### config.mk
export PLATFORM = sky130hd
export DESIGN_NAME = lpd_queue
export DESIGN_NICKNAME = d
export VERILOG_FILES = /design/src/hdl/length_prefix_deframer_unit_assert.svh /design/src/hdl/lpd_pkg.sv /design/src/hdl/lpd_queue.sv
export SDC_FILE = /design/constraint.sdc
export NUM_CORES = 1
export LEC_CHECK = 0
export BUFFER_PORTS_ARGS = -buffer_cell sky130_fd_sc_hd__buf_2
export CAP_MARGIN = 25
export CORE_ASPECT_RATIO = 0.5
export CORE_MARGIN = 4
export CORE_UTILIZATION = 27
export DETAILED_ROUTE_END_ITERATION = 7
export SKIP_CTS_REPAIR_TIMING = 1
export SLEW_MARGIN = 20
export SYNTH_ARGS = -nofsm -noshare
export SYNTH_HDL_FRONTEND = slang
export SYNTH_SLANG_ARGS = --single-unit
### constraint.sdc
create_clock -name i_clk -period 2.94 [get_ports i_clk]
set_input_delay 0.147 -clock i_clk [delete_from_list [all_inputs] [get_ports i_clk]]
set_output_delay 0.147 -clock i_clk [all_outputs]
set_load 0.005 [all_outputs]
### src/hdl/length_prefix_deframer_unit_assert.svh
// Assertion macros for the deframer RTL.
// Depends on nothing; included by the modules that carry assertions.
`ifndef LENGTH_PREFIX_DEFRAMER_UNIT_ASSERT_SVH
`define LENGTH_PREFIX_DEFRAMER_UNIT_ASSERT_SVH

// Same-cycle implication, disabled while reset is asserted.
`define LPD_ASSERT_IMPL(label, clk, rst_n, ante, cons) \
    label: assert property (@(posedge clk) disable iff (!(rst_n)) (ante) |-> (cons)) \
        else $error("deframer assertion failed");

// Next-cycle implication, disabled while reset is asserted.
`define LPD_ASSERT_NEXT(label, clk, rst_n, ante, cons) \
    label: assert property (@(posedge clk) disable iff (!(rst_n)) (ante) |=> (cons)) \
        else $error("deframer assertion failed");

`endif

### src/hdl/lpd_pkg.sv
// Package for the length-prefix deframer: result type and fixed constants.
// Depends on nothing; used by the interfaces and every RTL module.
`default_nettype none

package lpd_pkg;

    localparam int unsigned LPD_LEN_W      = 32;
    localparam int unsigned LPD_BYTE_W     = 8;
    localparam int unsigned LPD_MAX_HDR    = 4;
    localparam int unsigned LPD_HDR_CNT_W  = 2;
    localparam int unsigned LPD_QUEUE_DEPTH = 2;

    typedef struct packed {
        logic [LPD_BYTE_W-1:0] out_byte;
        logic                  is_last;
        logic                  is_error;
        logic [LPD_LEN_W-1:0]  frame_length;
    } t_result;

endpackage

`default_nettype wire

### src/hdl/lpd_queue.sv
// Two-entry queue of result transactions between the front and back ends.
// Depends on lpd_pkg.
`default_nettype none

module lpd_queue
    import lpd_pkg::*;
(
    input  wire logic     i_clk,
    input  wire logic     i_rst_n,
    input  wire logic     i_push,
    input  wire t_result  i_push_data,
    output logic          o_full,
    input  wire logic     i_pop,
    output logic          o_empty,
    output t_result       o_pop_data
);

    localparam int unsigned CntW = $clog2(LPD_QUEUE_DEPTH + 1);
    localparam int unsigned PtrW = $clog2(LPD_QUEUE_DEPTH);

    t_result             r_mem [LPD_QUEUE_DEPTH];
    logic [PtrW-1:0]     r_wr_ptr, r_rd_ptr;
    logic [CntW-1:0]     r_count;
    logic                do_push, do_pop;

    assign o_full     = (r_count == CntW'(LPD_QUEUE_DEPTH));
    assign o_empty    = (r_count == '0);
    assign do_push    = i_push && !o_full;
    assign do_pop     = i_pop && !o_empty;
    assign o_pop_data = r_mem[r_rd_ptr];

    always_ff @(posedge i_clk) begin
        if (do_push) begin
            r_mem[r_wr_ptr] <= i_push_data;
        end
    end

    always_ff @(posedge i_clk) begin
        if (!i_rst_n) begin
            r_wr_ptr <= '0;
            r_rd_ptr <= '0;
            r_count  <= '0;
        end else begin
            if (do_push) begin
                r_wr_ptr <= r_wr_ptr + 1'b1;
            end
            if (do_pop) begin
                r_rd_ptr <= r_rd_ptr + 1'b1;
            end
            case ({do_push, do_pop})
                2'b10:   r_count <= r_count + 1'b1;
                2'b01:   r_count <= r_count - 1'b1;
                default: r_count <= r_count;
            endcase
        end
    end

endmodule

`default_nettype wire

# Yosys cells after proc, flatten, opt, wreduce, memory -nomap -nowiden
# Memories as Yosys holds them, arrays and structs flattened. A register that Yosys moved wholly into a read port is not among the register bits.
# Index checks and enable logic that the tools add are counted.
# totals
reg_bits	4
ram_bits	84
inputBits	46
out_inout_bits	44
elab_cells	22
memories	1
# classes
addsub	4
n_eq_ne	3
n_mux	5
reduce_logical	6
# mem_list
memory	depth	word_bits	rd	rd_ports_with_merged_regs	write_ports	line	source
r_mem	2	42	1	1	1	lpd_queue.sv:21	t_result r_mem [LPD_QUEUE_DEPTH];
# op_table
cell	n
$eq A2 B2 Y1 const B	2
$mux W1	4
$pmux W2 S2	1
$add A1 B1 Y1 const B	2
$add A2 B1 Y2 const B	1
$eq A2 B1 Y1 const B	1
$logic_and A1 B1 Y1	2
$logic_not A1 Y1	2
$logic_not A2 Y1	1
$reduce_bool A2 Y1	1
$sub A2 B1 Y2 const B	1

# Depth between registers and ports, before layout
# Gate-level depths: netlist of run 1.
# logic_depth
ltp_word	5
depth_mapped	6
depth_no_buf	6

# Least setup slack after synthesis of run 1
# OpenSTA, ideal clock, no wires.
# synth_timing
kind	reg2reg
start	register r_count[0]
end	memory r_mem[0][0] (netlist bit), enable pin
setup_ps	396
arrival_ps	1740
t_required_ps	2544
path_slack_ps	803
path_stages_with_launch	5
path_buffers	0
period_less_slack_ps	2137
path_cell_list	dfxtp_1 nand2b_2 inv_2 or3_1 inv_1
# synth_via
elab_chain_cells	5
# synth_lines
element	line	source
start, declared	lpd_queue.sv:23	logic [CntW-1:0] r_count;
start signal, assigned	lpd_queue.sv:51	2'b10: r_count <= r_count + 1'b1;
start signal, assigned	lpd_queue.sv:52	2'b01: r_count <= r_count - 1'b1;
start signal, assigned	lpd_queue.sv:53	default: r_count <= r_count;
$eq A2 B2 Y1	lpd_queue.sv:26	assign o_full = (r_count == CntW'(LPD_QUEUE_DEPTH));
named net o_full	lpd_queue.sv:12	output logic o_full,
$logic_not A1 Y1	lpd_queue.sv:28	assign do_push = i_push && !o_full;
$logic_and A1 B1 Y1	lpd_queue.sv:28	
$mux W1	lpd_queue.sv:33	if (do_push) begin
$mux W1 (implied by the code)	lpd_queue.sv:34	r_mem[r_wr_ptr] <= i_push_data;
end, declared	lpd_queue.sv:21	
# The timed path passes the listed nets, and every way through them passes these cells.

==> results.toml, run 1 <==
[status]
status = "finished, final reports clean"

[placement]
gp_congestion = 0.7023
dp_hpwl_um = 4327
portBuffers = 89
pre_cts_ws_ns = 1.060

[floorplanning]
coreArea_um2 = 11810
dieArea_um2 = 13990
fp.dieH_um = 85.65
die_x_um = 163.3
row_count = 28
boundaryPins = 90
initial_core_util_pct = 27.58

[power]
power.leakage_nw = 1.612
p_per_area_nw_per_um2 = 865.8
ir_worst_vdd_v = 0.0003071

[grt]
grt_pass1_wl_um = 9480
grt_max_degree = 43
grtUsageTotal_pct = 8.854
antenna_found_initial = 0
grt_pass1_vias = 1902
grt_overflow = 0

[clock_tree]
cts_inserted_buffers = 9
clock_sinks = 89
root_buffer = "clkbuf_16"
cts_tree = "yes"
clkTransAtPathRegs_ns = 0.06
h-tree-depth = 3
cts_buffer_depth = 2
clk_latency_ns = 0.32

[setup_path]
crit_path_end_kind = "primary output"
crit_type = "reg2out"
required_ns = 2.79
startpoint_type = "flop"
worst-path-max-fanout = 23
arrival_ns = 1.87

[run]
drv_cap = 0

[timing]
tns_ns = 0
worst_slack_ns = 0.9244
timing.final.crit_share_pct = 68.56
fmax_mhz = 496.1
finalHoldViolations = 0
rsz0062_at_grt = "false"
tightest_slew_ns = 0.5660
slew_violations = 0
period_needed_ns = 2.016
finalSetupViolations = 0
slew_headroom_pct = 62.27
clock_skew_ns = 0.003747

[hold_path]
min_path_type = "in2reg"

[drt]
drc = 0
wl_met1_um = 1994
top_layer = "met4"
dr.pass1.iters = 4
ant_nets = 0
drt_iter0_drc = 63
wl_per_cell_um = 14.04
num_vias = 1716
drt-total-wl_um = 6107
route.met3.wl_um = 172
via_per_inst = 3.945
met2_length_um = 3865

[finish]
nFillCells = 1099
area_growth_pct = 33.44
final_common_cell = "buf_2"
final_cell_mix = "buf_2 (89), edfxtp_1 (84), mux2_2 (42), dlygate4sd3_1 (10), clkbuf_16 (9)"
nets = 312
diodes = 0
drive_gt1_share_pct = 56.30

[synthesis]
synth_fp_nets = 204
synth_warnings = 0
ys_seq_area_share_pct = 80.55
syn_inst = 157
syn_area_um2 = 3256
synth-seq-cells = 89
ys_types = 19
synth.avg_cell_area_um2 = 20.74
==> through the flow <==
step                      area, um^2  hold slack [ns]  instances  power, mW  util, %
after floorplan                 3256           0.2459        157      2.192        -
after global routing            4344        0.0006248        435      3.960    36.80
after global placement          3909           0.3350        409      2.523    33.11
after detailed placement        3909           0.3384        409      2.558    33.11
final                           4344         0.007671        435      3.761    36.80
after CTS                       4244        -0.009019        425      3.816    35.95
==> flip-flops by register name, summed over array words and instances, names as in the netlist, named ones only <==
signal and cells:
r_count 2, r_wr_ptr 1, r_rd_ptr 1, r_mem 84
==> report_power, final <==
group          leakage (nW)  internal (mW)  switching, mW
Sequential            0.827           1.61         0.0979
Combinational         0.624          0.444          0.368
Clock                 0.160          0.825          0.421
==> per-layer routing <==
layer,GRT usage (%),vias up
li1,-,828
met1,7.676,868
met2,18.65,15
met3,2.688,5
met4,3.653,0
met5,0,-
==> critical path, stage by stage (launching register included) <==
cell and delay [ns]:
dfxtp_2 0.66, buf_4 0.37, mux2_2 0.38, buf_2 0.13
==> final cells by class <==
type	count	area, um^2	area share (%)
well taps	165	206.4	4.752
clock inverters	6	106.4	2.448
multi-input cells	60	599.3	13.80
repair buffers	102	568.0	13.08
inverters	3	11.26	0.2592
clock buffers	10	229.0	5.271
flip-flops and latches	89	2624	60.40
==> path summary, 6_finish.rpt <==
path,start,endpoint,slack [ns],depth (start not counted)
hold / removal,i_push_data[9],r_mem[1][9]$_DFFE_PP_,0.008,1
setup / recovery,flop,o_pop_data[8],0.92,3
setup reg to reg,r_count[0]$_SDFFE_PN0P_,r_mem[0][34]$_DFFE_PP_,1.06,5
hold reg to reg,r_wr_ptr$_SDFFE_PN0P_,r_wr_ptr$_SDFFE_PN0P_,0.50,2
==> cell usage after synthesis (all sizes together) <==
cell | n | share of area (%)
clkbuf | 1 | 0.12
ha | 1 | 0.38
nand2 | 1 | 0.12
a21boi | 2 | 0.46
and3 | 1 | 0.19
nor2 | 1 | 0.12
nand2b | 1 | 0.27
o21a | 1 | 0.23
nor2b | 2 | 0.38
mux2 | 42 | 15
edfxtp | 84 | 77
or3 | 2 | 0.38
buf | 4 | 0.61
o21ai | 2 | 0.31
and2 | 1 | 0.19
xnor2 | 3 | 0.81
inv | 3 | 0.35
dfxtp | 5 | 3.1
==> cell families after synthesis <==
kind of cell               synth area share (%)
adders and majority gates                0.3843
xor gates and xnor gates                 0.8072
DFF                                       80.55
and+or+nand+nor                           1.653
AOI/OAI and AO/OA                        0.9992
buffers and inverters                     1.076
muxes                                     14.53
Note: power is estimated with default switching activity, not from simulation.
==> run 2, diff against run 1 <==
==> constraint.sdc (replaced) <==
create_clock -name i_clk -period 1.7 [get_ports i_clk]
set_input_delay 0.085 -clock i_clk [delete_from_list [all_inputs] [get_ports i_clk]]
set_output_delay 0.085 -clock i_clk [all_outputs]
set_load 0.005 [all_outputs]
==> run 2 against run 1 <==
Compared with the run above:
- flip-flop and latch count unchanged
- worst setup slack worse by 0.74 ns
- largest power group unchanged
- highest routed layer unchanged
- die area unchanged
- register-to-register slack worse by 0.88 ns
==> results.toml, run 2 (synthesis results as in run 1) <==
[setup_path]
worst-path-max-fanout = 22
crit_type = "reg2reg"
crit_path_end_kind = "flop"
arrival_ns = 1.55
max_stage_delay_ns = 0.37
cpMaxStageDelayCell = "dfxtp_2"
required_ns = 1.74
startpoint_type = "flop"
cp_cell_sequence = "nand2b_2, inv_2, or3_4, clkinvlp_4, buf_12"

[finish]
nets = 345
area_growth_pct = 43.58
reg_top3 = "r_mem: 84 flops, r_count: 2 flops"
diodes = 0
multi_input_area_um2 = 604.3
fin_util_pct = 39.59
final_cell_mix = "buf_2 (89), edfxtp_1 (84), mux2_2 (42), dlygate4sd3_1 (42), clkbuf_16 (9)"
regArea_um2 = 2625
largest_reg_flops = 84
drive_gt1_share_pct = 52.15
final_common_cell = "buf_2"
largest-register = "r_mem"
nFillCells = 1067

[grt]
grtUsageMet2_pct = 19.06
antenna_found_initial = 0
grtUsageTotal_pct = 9.098
grt_pass1_vias = 1983
met1_usage_pct = 8.149
grt_pass1_wl_um = 9763
grtUsageMet3_pct = 2.784
grt_max_degree = 43
grt_overflow = 0
busiest_layer = "met2"

[floorplanning]
dieArea_um2 = 13990
coreArea_um2 = 11810
fp.dieH_um = 85.65
row_count = 28
die_x_um = 163.3
initial_core_util_pct = 27.58
boundaryPins = 90

[timing]
slew_violations = 0
finalSetupViolations = 0
rsz0062_at_grt = "false"
tightest_slew_ns = 0.2481
clock_skew_ns = 0.005820
slew_headroom_pct = 83.46
finalHoldViolations = 0
tns_ns = 0
fmax_mhz = 659.8
timing.final.crit_share_pct = 89.16
period_needed_ns = 1.516

[clock_tree]
cts_inserted_buffers = 9
cts_buffer_depth = 2
cts_tree = "yes"
clkTransAtPathRegs_ns = 0.06
h-tree-depth = 3
clock_sinks = 89
clk_latency_ns = 0.33
root_buffer = "clkbuf_16"

[power]
power_mw = 6.333
p_per_area_nw_per_um2 = 1355
ir_worst_vdd_v = 0.0006291
power.leakage_nw = 1.735

[drt]
num_vias = 1864
drt_iter0_drc = 99
dr.pass1.iters = 4
drc = 0
wl_per_cell_um = 13.98
via_per_inst = 3.983
drt-total-wl_um = 6542
ant_nets = 0

[placement]
portBuffers = 89
gp_congestion = 0.7104
dp_hpwl_um = 4311

[hold_path]
min_path_type = "in2reg"

[run]
drv_cap = 0

[status]
status = "finished, final reports clean"
## run 2: final timing paths
path | start | to | slack [ns] | cells after the start
worst max register to register | r_count[0]$_SDFFE_PN0P_ | r_mem[0][12]$_DFFE_PP_ | 0.18 | 5
worst min-delay path | i_rst_n | r_count[0]$_SDFFE_PN0P_ | 0.03 | 2
worst min register to register | r_wr_ptr$_SDFFE_PN0P_ | r_wr_ptr$_SDFFE_PN0P_ | 0.49 | 2
worst max-delay path | r_count[0]$_SDFFE_PN0P_ | r_mem[0][12]$_DFFE_PP_ | 0.18 | 5
## run 2: area by class of cell
cell class / count / area share [%]
clock buffer: 9 / 4.818
clock inverter: 7 / 1.124
inverter: 3 / 0.3212
multi-input combinational: 60 / 12.93
sequential: 89 / 56.16
tap: 165 / 4.416
timing repair buffer: 135 / 20.24
## run 2: metal layers
metal | wire length [um] | vias to the layer above
met5 | 0 | -
met4 | 130 | 0
met3 | 151 | 12
met2 | 3996 | 25
met1 | 2264 | 938
li1 | - | 889
## run 2: metrics by stage
step | std cells | hold slack [ns] | worst slack [ns] | area (um^2)
2_1_floorplan | 157 | 0.1839 | 0.001905 | 3267
3_3_place_gp | 410 | 0.2759 | 0.2226 | 3976
3_5_place_dp | 410 | 0.2771 | 0.1844 | 3976
4_1_cts | 426 | -0.07514 | 0.1620 | 4254
5_1_grt | 468 | 0.03935 | 0.09359 | 4674
6_report | 468 | 0.02655 | 0.1843 | 4674
## run 2: critical path: cells and delay by family, from the launching register on
kind	cells	cell delay (ns)
flops	1	0.37
simple gates	2	0.50
buf+inv	3	0.35
## run 2: where the power goes
group | internal (mW) | switching [mW] | leakage (nW)
clock | 0.999 | 0.799 | 0.136
sequential | 2.77 | 0.0994 | 0.828
combinational | 0.899 | 0.762 | 0.771
